$ cat src/sv/rcpd_pkg.sv
// ----------------------------------------------------------------------------
// rcpd_pkg
// shared types and constants of the rc pulse-width channel decoder
// ----------------------------------------------------------------------------
`default_nettype none

package rcpd_pkg;

   localparam int TIMER_BITS_DEF = 32;

   localparam int TIME_W      = 32;
   localparam int CH_W        = 2;
   localparam int AXIS_W      = 16;
   localparam int CFG_W       = 20;
   localparam int INV_W       = 3;
   localparam int CSR_INDEX_W = 4;
   localparam int NUM_CH      = 4;
   localparam int NUM_SPAN    = 7;

   // register indexes
   localparam logic [CSR_INDEX_W-1:0] REG_ROLL_LOW      = 4'd0;
   localparam logic [CSR_INDEX_W-1:0] REG_PITCH_LOW     = 4'd1;
   localparam logic [CSR_INDEX_W-1:0] REG_YAW_LOW       = 4'd2;
   localparam logic [CSR_INDEX_W-1:0] REG_STICK_HIGH    = 4'd3;
   localparam logic [CSR_INDEX_W-1:0] REG_STICK_REST    = 4'd4;
   localparam logic [CSR_INDEX_W-1:0] REG_THROTTLE_LOW  = 4'd5;
   localparam logic [CSR_INDEX_W-1:0] REG_THROTTLE_HIGH = 4'd6;
   localparam logic [CSR_INDEX_W-1:0] REG_INVERT_MASK   = 4'd7;

   localparam logic [CFG_W-1:0] ROLL_LOW_DEF      = 20'd89000;
   localparam logic [CFG_W-1:0] PITCH_LOW_DEF     = 20'd88000;
   localparam logic [CFG_W-1:0] YAW_LOW_DEF       = 20'd89000;
   localparam logic [CFG_W-1:0] STICK_HIGH_DEF    = 20'd152000;
   localparam logic [CFG_W-1:0] STICK_REST_DEF    = 20'd120000;
   localparam logic [CFG_W-1:0] THROTTLE_LOW_DEF  = 20'd88000;
   localparam logic [CFG_W-1:0] THROTTLE_HIGH_DEF = 20'd153000;
   localparam logic [INV_W-1:0] INVERT_MASK_DEF   = 3'd5;

   localparam logic [CH_W-1:0] CH_THROTTLE = 2'd3;

   localparam logic KIND_EDGE   = 1'b0;
   localparam logic KIND_TICK   = 1'b1;
   localparam logic RES_VALUE   = 1'b0;
   localparam logic RES_STATUS  = 1'b1;

   typedef struct packed {
      logic              kind;
      logic [CH_W-1:0]   channel;
      logic [TIME_W-1:0] capture_time;
   } req_data_type;

   typedef struct packed {
      logic                     result_kind;
      logic [CH_W-1:0]          out_channel;
      logic signed [AXIS_W-1:0] axis_value;
      logic                     no_signal;
   } rsp_data_type;

   typedef struct packed {
      logic             start;
      logic             throttle;
      logic             invert;
      logic [CFG_W-1:0] low;
      logic [CFG_W-1:0] high;
      logic [CFG_W-1:0] rest;
   } scale_req_type;

   typedef struct packed {
      logic                     done;
      logic signed [AXIS_W-1:0] value;
   } scale_rsp_type;

endpackage

`default_nettype wire

$ cat src/sv/rcpd_scale.sv
// ----------------------------------------------------------------------------
// rcpd_scale
// pulse width to axis value: span setup, bit-serial divide, saturation
// ----------------------------------------------------------------------------
`default_nettype none

module rcpd_scale
   import rcpd_pkg::*;
#(
   parameter int TIMER_BITS = TIMER_BITS_DEF
) (
   input  wire logic                  clock,
   input  wire logic                  reset,
   input  wire logic [TIMER_BITS-1:0] width,
   input  wire scale_req_type         scale_req,
   output scale_rsp_type              scale_rsp
);

   localparam int NUM_W  = 34;
   localparam int DEN_W  = CFG_W + 1;
   localparam int MAG_W  = NUM_W - 1;
   localparam int SHIFT  = 15;
   localparam int PROD_W = MAG_W + SHIFT;
   localparam int QUO_W  = 17;
   localparam int CNT_W  = 5;
   localparam int VAL_W  = 19;

   localparam logic [2:0] SC_IDLE = 3'd0;
   localparam logic [2:0] SC_PREP = 3'd1;
   localparam logic [2:0] SC_DIV  = 3'd2;
   localparam logic [2:0] SC_FIN  = 3'd3;

   localparam logic signed [VAL_W-1:0] V_TOP = 19'sd32767;
   localparam logic signed [VAL_W-1:0] V_BOT = -19'sd32768;
   localparam logic signed [VAL_W-1:0] V_OVF = 19'sd131072;
   localparam logic signed [VAL_W-1:0] V_ZERO = 19'sd0;
   localparam logic signed [AXIS_W-1:0] A_TOP = 16'sd32767;
   localparam logic signed [AXIS_W-1:0] A_BOT = 16'sh8000;

   logic [2:0]              state_ff;
   logic signed [NUM_W-1:0] num_ff;
   logic signed [DEN_W-1:0] den_ff;
   logic                    thr_ff;
   logic                    inv_ff;
   logic                    above_ff;
   logic                    neg_ff;
   logic                    zero_ff;
   logic                    ovf_ff;
   logic [PROD_W-1:0]       rem_ff;
   logic [PROD_W-1:0]       dsh_ff;
   logic [QUO_W-1:0]        q_ff;
   logic [CNT_W-1:0]        cnt_ff;
   logic signed [AXIS_W-1:0] value_ff;
   logic                    done_ff;

   logic [NUM_W-1:0]        w_ext, low_ext, rest_ext;
   logic signed [NUM_W-1:0] num_in;
   logic signed [DEN_W-1:0] den_in;
   logic                    above_in;
   logic signed [NUM_W-1:0] num_abs;
   logic signed [DEN_W-1:0] den_abs;
   logic [MAG_W-1:0]        mag;
   logic [PROD_W-1:0]       prod_in;
   logic [PROD_W:0]         diff;
   logic                    ge;
   logic signed [VAL_W-1:0] vs;
   logic signed [AXIS_W-1:0] sat;
   logic signed [AXIS_W-1:0] value_in;

   assign w_ext    = {{(NUM_W-TIMER_BITS){1'b0}}, width};
   assign low_ext  = {{(NUM_W-CFG_W){1'b0}}, scale_req.low};
   assign rest_ext = {{(NUM_W-CFG_W){1'b0}}, scale_req.rest};
   assign above_in = w_ext > rest_ext;

   always_comb begin
      if (scale_req.throttle) begin
         num_in = w_ext - low_ext;
         den_in = {1'b0, scale_req.high} - {1'b0, scale_req.low};
      end else begin
         num_in = w_ext - rest_ext;
         if (above_in) begin
            den_in = {1'b0, scale_req.high} - {1'b0, scale_req.rest};
         end else begin
            den_in = {1'b0, scale_req.low} - {1'b0, scale_req.rest};
         end
      end
   end

   // magnitudes; 32767 x = (x << 15) - x, 32768 x = x << 15
   assign num_abs = num_ff[NUM_W-1] ? -num_ff : num_ff;
   assign den_abs = den_ff[DEN_W-1] ? -den_ff : den_ff;
   assign mag     = num_abs[MAG_W-1:0];

   always_comb begin
      if (thr_ff || above_ff) begin
         prod_in = {mag, {SHIFT{1'b0}}} - {{SHIFT{1'b0}}, mag};
      end else begin
         prod_in = {mag, {SHIFT{1'b0}}};
      end
   end

   assign diff = {1'b0, rem_ff} - {1'b0, dsh_ff};
   assign ge   = !diff[PROD_W];

   always_comb begin
      if (zero_ff) begin
         if (thr_ff) begin
            vs = (num_ff > 0) ? V_TOP : V_ZERO;
         end else if (above_ff) begin
            vs = V_TOP;
         end else begin
            vs = (num_ff == 0) ? V_ZERO : V_BOT;
         end
      end else if (ovf_ff) begin
         vs = neg_ff ? -V_OVF : V_OVF;
      end else begin
         vs = neg_ff ? -$signed({2'b00, q_ff}) : $signed({2'b00, q_ff});
      end
      if (vs > V_TOP) begin
         sat = A_TOP;
      end else if (vs < V_BOT) begin
         sat = A_BOT;
      end else begin
         sat = vs[AXIS_W-1:0];
      end
      if (thr_ff) begin
         value_in = (vs < V_ZERO) ? '0 : sat;
      end else if (inv_ff) begin
         value_in = (sat == A_BOT) ? A_TOP : -sat;
      end else begin
         value_in = sat;
      end
   end

   always_ff @(posedge clock) begin
      if (reset) begin
         state_ff <= SC_IDLE;
         done_ff  <= 1'b0;
      end else begin
         done_ff <= state_ff == SC_FIN;
         case (state_ff)
            SC_IDLE: begin
               if (scale_req.start) begin
                  state_ff <= SC_PREP;
               end
            end
            SC_PREP: begin
               state_ff <= (den_ff == 0) ? SC_FIN : SC_DIV;
            end
            SC_DIV: begin
               if ((cnt_ff == CNT_W'(QUO_W) && ge) || cnt_ff == '0) begin
                  state_ff <= SC_FIN;
               end
            end
            SC_FIN: begin
               state_ff <= SC_IDLE;
            end
            default: state_ff <= SC_IDLE;
         endcase
      end
   end

   always_ff @(posedge clock) begin
      case (state_ff)
         SC_IDLE: begin
            num_ff   <= num_in;
            den_ff   <= den_in;
            above_ff <= above_in;
            thr_ff   <= scale_req.throttle;
            inv_ff   <= scale_req.invert;
         end
         SC_PREP: begin
            rem_ff  <= prod_in;
            dsh_ff  <= {{(PROD_W-DEN_W-QUO_W){1'b0}}, den_abs, {QUO_W{1'b0}}};
            neg_ff  <= thr_ff ? (num_ff[NUM_W-1] ^ den_ff[DEN_W-1]) : den_ff[DEN_W-1];
            zero_ff <= den_ff == 0;
            ovf_ff  <= 1'b0;
            q_ff    <= '0;
            cnt_ff  <= CNT_W'(QUO_W);
         end
         SC_DIV: begin
            if (cnt_ff == CNT_W'(QUO_W) && ge) begin
               ovf_ff <= 1'b1;
            end else begin
               if (ge) begin
                  rem_ff <= diff[PROD_W-1:0];
               end
               q_ff   <= {q_ff[QUO_W-2:0], ge};
               dsh_ff <= dsh_ff >> 1;
               cnt_ff <= cnt_ff - CNT_W'(1);
            end
         end
         SC_FIN: begin
            value_ff <= value_in;
         end
         default: ;
      endcase
   end

   assign scale_rsp.done  = done_ff;
   assign scale_rsp.value = value_ff;

endmodule

`default_nettype wire

$ cat src/sv/rc_pwm_channel_decoder.sv
// ----------------------------------------------------------------------------
// rc_pwm_channel_decoder
// four-channel rc pulse-width decoder: roll, pitch, yaw, throttle
// ----------------------------------------------------------------------------
//  channel  direction  transfer
//  req_     in         edge event or signal check tick
//  rsp_     out        axis value or signal status
//  csr_     in         register write, index and data
//
//  rising edge: stored as the channel's rise time, no result
//  tick: status result, loaded into the output register from ST_OUT
//  falling edge: axis value from the bit-serial divider, via ST_START, ST_BUSY, ST_OUT
//  req_ready is low while an item is in work or its result cannot be stored
//  synchronous reset restores register defaults and channel state
// ----------------------------------------------------------------------------
`default_nettype none

module rc_pwm_channel_decoder
   import rcpd_pkg::*;
#(
   parameter int TIMER_BITS = TIMER_BITS_DEF
) (
   input  wire logic                   clock,
   input  wire logic                   reset,
   input  wire logic                   req_valid,
   output logic                        req_ready,
   input  wire req_data_type           req_data,
   output logic                        rsp_valid,
   input  wire logic                   rsp_ready,
   output rsp_data_type                rsp_data,
   input  wire logic                   csr_valid,
   output logic                        csr_ready,
   input  wire logic [CSR_INDEX_W-1:0] csr_index,
   input  wire logic [CFG_W-1:0]       csr_data
);

   localparam logic [1:0] ST_IDLE  = 2'd0;
   localparam logic [1:0] ST_START = 2'd1;
   localparam logic [1:0] ST_BUSY  = 2'd2;
   localparam logic [1:0] ST_OUT   = 2'd3;

   logic [1:0]             state_ff;
   logic [CFG_W-1:0]       span_ff [NUM_SPAN];
   logic [INV_W-1:0]       inv_ff;
   logic [TIMER_BITS-1:0]  rise_ff [NUM_CH];
   logic [NUM_CH-1:0]      expect_ff;
   logic [NUM_CH-1:0]      seen_ff;
   logic                   lost_ff;
   logic [TIMER_BITS-1:0]  width_ff;
   logic [CH_W-1:0]        ch_ff;
   rsp_data_type           res_ff;
   logic                   rsp_valid_ff;
   rsp_data_type           rsp_data_ff;

   logic                   accept;
   logic                   lost_in;
   logic [TIMER_BITS-1:0]  t_in;
   scale_req_type          scale_req;
   scale_rsp_type          scale_rsp;

   assign req_ready = state_ff == ST_IDLE;
   assign accept    = req_valid && req_ready;
   assign csr_ready = 1'b1;
   assign t_in      = req_data.capture_time[TIMER_BITS-1:0];
   assign lost_in   = !(&seen_ff);

   // register file
   always_ff @(posedge clock) begin
      if (reset) begin
         span_ff[REG_ROLL_LOW[2:0]]      <= ROLL_LOW_DEF;
         span_ff[REG_PITCH_LOW[2:0]]     <= PITCH_LOW_DEF;
         span_ff[REG_YAW_LOW[2:0]]       <= YAW_LOW_DEF;
         span_ff[REG_STICK_HIGH[2:0]]    <= STICK_HIGH_DEF;
         span_ff[REG_STICK_REST[2:0]]    <= STICK_REST_DEF;
         span_ff[REG_THROTTLE_LOW[2:0]]  <= THROTTLE_LOW_DEF;
         span_ff[REG_THROTTLE_HIGH[2:0]] <= THROTTLE_HIGH_DEF;
         inv_ff                          <= INVERT_MASK_DEF;
      end else if (csr_valid && csr_ready) begin
         case (csr_index)
            REG_ROLL_LOW, REG_PITCH_LOW, REG_YAW_LOW, REG_STICK_HIGH,
            REG_STICK_REST, REG_THROTTLE_LOW, REG_THROTTLE_HIGH: begin
               span_ff[csr_index[2:0]] <= csr_data;
            end
            REG_INVERT_MASK: inv_ff <= csr_data[INV_W-1:0];
            default: ;
         endcase
      end
   end

   always_ff @(posedge clock) begin
      if (reset) begin
         state_ff     <= ST_IDLE;
         expect_ff    <= '1;
         seen_ff      <= '0;
         lost_ff      <= 1'b1;
         rsp_valid_ff <= 1'b0;
         for (int i = 0; i < NUM_CH; i++) begin
            rise_ff[i] <= '0;
         end
      end else begin
         if (state_ff == ST_OUT && (!rsp_valid_ff || rsp_ready)) begin
            rsp_valid_ff <= 1'b1;
         end else if (rsp_valid_ff && rsp_ready) begin
            rsp_valid_ff <= 1'b0;
         end
         case (state_ff)
            ST_IDLE: begin
               if (accept) begin
                  if (req_data.kind == KIND_TICK) begin
                     lost_ff  <= lost_in;
                     seen_ff  <= '0;
                     state_ff <= ST_OUT;
                  end else if (expect_ff[req_data.channel]) begin
                     rise_ff[req_data.channel]   <= t_in;
                     expect_ff[req_data.channel] <= 1'b0;
                  end else begin
                     seen_ff[req_data.channel]   <= 1'b1;
                     expect_ff[req_data.channel] <= 1'b1;
                     state_ff                    <= ST_START;
                  end
               end
            end
            ST_START: state_ff <= ST_BUSY;
            ST_BUSY: begin
               if (scale_rsp.done) begin
                  state_ff <= ST_OUT;
               end
            end
            ST_OUT: begin
               if (!rsp_valid_ff || rsp_ready) begin
                  state_ff <= ST_IDLE;
               end
            end
            default: state_ff <= ST_IDLE;
         endcase
      end
   end

   // payload
   always_ff @(posedge clock) begin
      if (accept) begin
         width_ff <= t_in - rise_ff[req_data.channel];
         ch_ff    <= req_data.channel;
         res_ff   <= '{result_kind: RES_STATUS, out_channel: '0, axis_value: '0,
                       no_signal: lost_in};
      end
      if (state_ff == ST_BUSY && scale_rsp.done) begin
         res_ff <= '{result_kind: RES_VALUE, out_channel: ch_ff,
                     axis_value: scale_rsp.value, no_signal: lost_ff};
      end
      if (state_ff == ST_OUT && (!rsp_valid_ff || rsp_ready)) begin
         rsp_data_ff <= res_ff;
      end
   end

   always_comb begin
      scale_req.start    = state_ff == ST_START;
      scale_req.throttle = ch_ff == CH_THROTTLE;
      scale_req.rest     = span_ff[REG_STICK_REST[2:0]];
      if (ch_ff == CH_THROTTLE) begin
         scale_req.invert = 1'b0;
         scale_req.low    = span_ff[REG_THROTTLE_LOW[2:0]];
         scale_req.high   = span_ff[REG_THROTTLE_HIGH[2:0]];
      end else begin
         scale_req.invert = inv_ff[ch_ff];
         scale_req.low    = span_ff[{1'b0, ch_ff}];
         scale_req.high   = span_ff[REG_STICK_HIGH[2:0]];
      end
   end

   rcpd_scale #(
      .TIMER_BITS(TIMER_BITS)
   ) u_scale (
      .clock    (clock),
      .reset    (reset),
      .width    (width_ff),
      .scale_req(scale_req),
      .scale_rsp(scale_rsp)
   );

   assign rsp_valid = rsp_valid_ff;
   assign rsp_data  = rsp_data_ff;

endmodule

`default_nettype wire
$ cat config.mk
export PLATFORM = sky130hd
export DESIGN_NAME = rc_pwm_channel_decoder
export DESIGN_NICKNAME = d
export VERILOG_FILES = /design/src/sv/rcpd_pkg.sv /design/src/sv/rcpd_scale.sv /design/src/sv/rc_pwm_channel_decoder.sv
export SDC_FILE = /design/constraint.sdc
export NUM_CORES = 1
export LEC_CHECK = 0
export ABC_AREA = 1
export ABC_CLOCK_PERIOD_IN_PS = 5700
export BUFFER_PORTS_ARGS = -buffer_cell sky130_fd_sc_hd__buf_4
export CAP_MARGIN = 20
export CORE_ASPECT_RATIO = 0.75
export CORE_UTILIZATION = 60
export DETAILED_ROUTE_END_ITERATION = 12
export GPL_TIMING_DRIVEN = 0
export PLACE_DENSITY = 0.76
export SLEW_MARGIN = 20
export SYNTH_ARGS = -nofsm -noshare
export SYNTH_HDL_FRONTEND = slang
export SYNTH_SLANG_ARGS = --single-unit
$ cat constraint.sdc
create_clock -name clock -period 5.7 [get_ports clock]
set_input_delay 0.285 -clock clock [delete_from_list [all_inputs] [get_ports clock]]
set_output_delay 0.285 -clock clock [all_outputs]
set_load 0.01 [all_outputs]
==> out/results.env <==
VDD_DROP_MAX_uV=309.0
SYNTH_LARGEST_AREA_CELL='sky130_fd_sc_hd__edfxtp_1'
CRITPATHSLOWESTCELL='sky130_fd_sc_hd__o31ai_2'
SHARE_CLK_OF_TOTAL_POWER_PCT=15.4
DP_HPWL_MM=85.56
HOLDCRITPATHCLASS='input port to register'
TIMING.FINAL.SETUP_VIOLATIONS=0
R2R-START='width_ff[2]'
CRIT_TYPE='register to register'
POWER_FRAC_COMB_PCT=57.5
AREA_FRACTION_IN_COMPOUND_GATES_AFTER_SYNTHESIS_PCT=15.11
NUMBER_OF_PRIMARY_I_O_PINS=87
FINAL_NET_COUNT=4799
LARGEST_FAMILY_OF_LOGIC_CELLS_BY_SYNTHESIZED_AREA='simple AND/OR/NAND/NOR gates'
WORST_PATH_MAX_FANOUT=10
DPL-INSTANCE-AREA_SQ_UM=37200
NET_COUNT_OF_THE_MAPPED_NETLIST=4625
GR-TOTAL-OVERFLOW=0
CHIPHEIGHT_UM=212.2
SETUP_CRIT_END_KIND='register'
WORST_HOLD_SLACK_NS=0.01410
YOSYS.AREA_SHARE.SIMPLE_PCT=21.43
SWSHARE_PCT=49.88
POWER_FRAC_SEQ_PCT=27.0
SYN-INSTANCE-COUNT=4374
DRTITER0DRC=4190
WORST-SLEW-PIN-TRANSITION_NS=1.318
FLOORPLAN.INITIALDENSITY_PCT=61.11
LAYOUT_WORST_PATH_CYCLE_SHARE_PCT=96.43
SYNTH_FA_HA_AREA_SHARE_PCT=6.750
INTERNAL_POWER_mW=12.27
DIE-AREA_SQ_UM=59870
ACHIEVABLE-FREQUENCY_MHz=181.9
WIRE_LENGTH_OF_THE_FIRST_GLOBAL_ROUTING_PASS_MM=169.0
WORSTPATHARRIVAL_NS=5.86
AVGROUTEDWIREPERCELL_UM=20.69
POWER.SWITCHING_mW=12.22
CELLLEAKAGEPOWER_nW=17.00
CTSHTREEMAXLEVEL=2
DRT.ANTENNA.VIOLATING_NETS=0
SYNTH_FLOP_CELL='sky130_fd_sc_hd__edfxtp_1'
SYNTH_MOST_COMMON_CELL='sky130_fd_sc_hd__nand2_1'
SYN_AVG_CELL_AREA_SQ_UM=8.077
TIMING.CRITICAL_PATH.REQUIRED_NS=6.07
CTS_TREE='done'
DRV_SLEW=0
CTS_INSERTED_BUFFERS=56
CLK_ROOT_BUFFER_CELL='sky130_fd_sc_hd__clkbuf_16'
VIAS=32130
TIMING.SLEW.HEADROOM_PCT=11.19
TOP_POST_SYNTHESIS_CELLS_BY_AREA='sky130_fd_sc_hd__edfxtp_1 43%, sky130_fd_sc_hd__nand2_1 9.1%, sky130_fd_sc_hd__inv_1 6.8%'
CTSLONGESTPATHBUFFERS=3
GRT_PASS1_VIAS=29600
YOSYS-TOP-CELLS-COUNT='861 x sky130_fd_sc_hd__nand2_1, 636 x sky130_fd_sc_hd__inv_1, 593 x sky130_fd_sc_hd__nor2_1, 505 x sky130_fd_sc_hd__edfxtp_1, 340 x sky130_fd_sc_hd__a21oi_1'
WIRE_LENGTH_REPORTED_BY_THE_DETAILED_ROUTER_MM=111.2
GRT_ANTENNA_BEFORE_REPAIR=0
DESIGN_AREA_SQ_UM=39320
DETAIL_ROUTE.DRC_VIOLATIONS=0
CRITPATHMAXSTAGEDELAY_NS=0.48
SYNTH-SEQ-AREA-SHARE_PCT=45.25
FINALCRITICALPERIOD_NS=5.497
SYNTH-WARNING-COUNT=0
FINALCOREUTILIZATION_PCT=68.00
PLACEABLECOREAREA_SQ_UM=57820
CLKTRANSATPATHREGS_NS=0.07
TRITONCTS_NUM_SINKS=546
SYNTH_XOR_XNOR_AREA_SHARE_PCT=3.024
GRT_START_MAX_NET_PINS=59
NETLIST_AREA_SQ_UM=35330
FINALHOLDVIOLCOUNT=0
DRT_FIRST_PASS_ITERS=6
ROUTED_VIA_DENSITY=5.979
PLACEMENT_ROWS=76
DIE_WIDTH_UM=282.2
WORSTHOLDSTART='req_data[24]'
SYNTHARSTFLOPSHARE_PCT=0
CRIT_PATH_START='width_ff[2]'
FINAL.SETUP_SKEW_NS=0.02970
FINALWEIGHTEDCONGESTION=1.017
DRIVE_ABOVE_1_SHARE_PCT=6.597
MAXCAPVIOLCOUNT=0
CELLPOWERDENSITY_nW_PER_UM2=622.9
GR-USAGE-ALL-LAYERS_PCT=36.99
AREA_GROWTH_SYN_TO_LAYOUT_PCT=11.28
YOSYS_REGISTER_BITS=546
CLOCK_LATENCY_NS=0.64
STATUS='completed'
SYNTHDISTINCTLIBCELLS=66
PORT-BUFFER-COUNT=85
TIMING.CRITICAL_PATH.FROM_TYPE='register'
SYNTH-EDFF-COUNT=505
SYNTHDOMINANTCELLAREASHARE_PCT=42.92
MUX_CONTRIBUTION_TO_SYNTHESIZED_AREA_PCT=0.1452
[power by group through the flow]
| stage | logic [mW] | clock network, mW | registers, mW |
|---|---|---|---|
| 3_5_place_dp | 13.5 | 0 | 6.67 |
| 5_1_grt | 15.4 | 3.92 | 6.71 |
| 4_1_cts | 13.6 | 3.78 | 6.60 |
| 6_report | 14.1 | 3.78 | 6.62 |
| 2_1_floorplan | 9.25 | 0 | 6.49 |
| 3_3_place_gp | 13.3 | 0 | 6.74 |
[critical path: cells and delay by family (launching register included)]
| family | cells | cell delay [ns] |
|---|---|---|
| buffers and inverters | 6 | 0.74 |
| and+or+nand+nor | 9 | 1.04 |
| AOI/OAI and AO/OA | 13 | 2.35 |
| adders and majority gates | 2 | 0.63 |
| DFF | 1 | 0.43 |
[repair_timing]
| action | 4_1_cts | 5_1_grt |
|---|---|---|
| gates resized for setup | 5 | 18 |
| buffers inserted | 1 | 2 |
| hold buffers | 18 | 0 |
| pin swaps | 1 | 5 |
| setup endpoints to repair | 6 | 8 |
| hold endpoints to repair | 25 | 0 |
[path summary, 6_finish.rpt]
check / endpoint / slack (ns) / depth (start not counted)
max: u_scale.den_ff[20] / 0.20 / 30
min: rise_ff[1][24] / 0.01 / 3
max reg2reg: u_scale.den_ff[20] / 0.20 / 30
min reg2reg: rsp_data[16] / 0.41 / 0
[final cells by class]
cell class	instances	area [sq um]
clock buffer	67	1463
clock inverter	36	370.4
multi-input combinational	3062	16560
fill	4929	18500
tap	780	975.9
sequential	546	15990
buffer	120	501.7
timing repair buffer	116	1026
inverter	646	2427
antenna	1	2.502
[cell usage in the layout, fill, tap and decap left out, types with 8 or more instances in the layout]
master,netlist,layout
sky130_fd_sc_hd__a21oi_1,340,335
sky130_fd_sc_hd__a221oi_1,31,31
sky130_fd_sc_hd__a22o_1,30,30
sky130_fd_sc_hd__a22oi_1,8,8
sky130_fd_sc_hd__a31oi_1,34,32
sky130_fd_sc_hd__buf_1,12,12
sky130_fd_sc_hd__buf_2,7,10
sky130_fd_sc_hd__buf_4,1,89
sky130_fd_sc_hd__clkbuf_1,95,103
sky130_fd_sc_hd__clkbuf_16,0,56
sky130_fd_sc_hd__clkinv_1,2,12
sky130_fd_sc_hd__clkinv_2,0,8
sky130_fd_sc_hd__dfxtp_1,41,41
sky130_fd_sc_hd__dlygate4sd3_1,0,18
sky130_fd_sc_hd__edfxtp_1,505,505
sky130_fd_sc_hd__ha_1,181,179
sky130_fd_sc_hd__inv_1,636,633
sky130_fd_sc_hd__inv_2,8,10
sky130_fd_sc_hd__nand2_1,861,857
sky130_fd_sc_hd__nand2_2,13,17
sky130_fd_sc_hd__nand3_1,161,161
sky130_fd_sc_hd__nand3_2,13,13
sky130_fd_sc_hd__nand3b_1,12,12
sky130_fd_sc_hd__nand4_1,31,31
sky130_fd_sc_hd__nor2_1,593,592
sky130_fd_sc_hd__nor2_2,10,11
sky130_fd_sc_hd__nor3_1,72,72
sky130_fd_sc_hd__nor4_1,16,15
sky130_fd_sc_hd__o211ai_1,23,23
sky130_fd_sc_hd__o21a_1,12,12
sky130_fd_sc_hd__o21ai_0,331,327
sky130_fd_sc_hd__o21ai_1,24,26
sky130_fd_sc_hd__o22ai_1,12,12
sky130_fd_sc_hd__o31ai_1,13,12
sky130_fd_sc_hd__o32ai_1,21,21
sky130_fd_sc_hd__or2_2,16,16
sky130_fd_sc_hd__xnor2_1,36,36
sky130_fd_sc_hd__xor2_1,86,85
[cells by family (layout without fill, tap and decap cells)]
family                   count (synthesis)  count (layout)
AO/OA/AOI/OAI                          930             930
XOR/XNOR                               122             122
adder cells (fa/ha/maj)                187             187
buffers and inverters                  766             985
flip-flops                             546             546
multiplexers                             5               5
other                                    1               2
AND/OR/NAND/NOR                       1817            1817
[through the flow]
step / total power, mW / TNS, ns / cells / worst slack [ns]
after detailed placement: 20.20 / -0.9441 / 5249 / -0.2594
final: 24.49 / 0 / 5374 / 0.2033
after global placement: 20.03 / -105.94 / 5239 / -1.616
after CTS: 24.02 / 0 / 5371 / 0.03573
after global routing: 25.99 / -0.008237 / 5373 / -0.008237
after floorplan: 15.74 / 0 / 4374 / 0.5667
[registers in the layout, summed over array words and instances, names as in the netlist, 5 cells and up, named ones only]
name	count
u_scale.den_ff	21
rsp_data	20
u_scale.rem_ff	48
res_ff	20
rise_ff	128
span_ff	140
u_scale.q_ff	17
u_scale.dsh_ff	38
u_scale.num_ff	33
u_scale.value_ff	16
u_scale.cnt_ff	5
width_ff	32
[metal layers]
| metal | share of wire (%) | track usage [%] | wire (um) | vias to the layer above |
|---|---|---|---|---|
| met5 | 0 | 0 | 0 | - |
| met4 | 3.2 | 11.72 | 3551 | 0 |
| met3 | 11 | 6.099 | 11800 | 222 |
| met2 | 43 | 56.47 | 47840 | 1842 |
| met1 | 43 | 53.74 | 48010 | 14940 |
| li1 | - | - | - | 15120 |
Power figures use the tool's default switching activity.
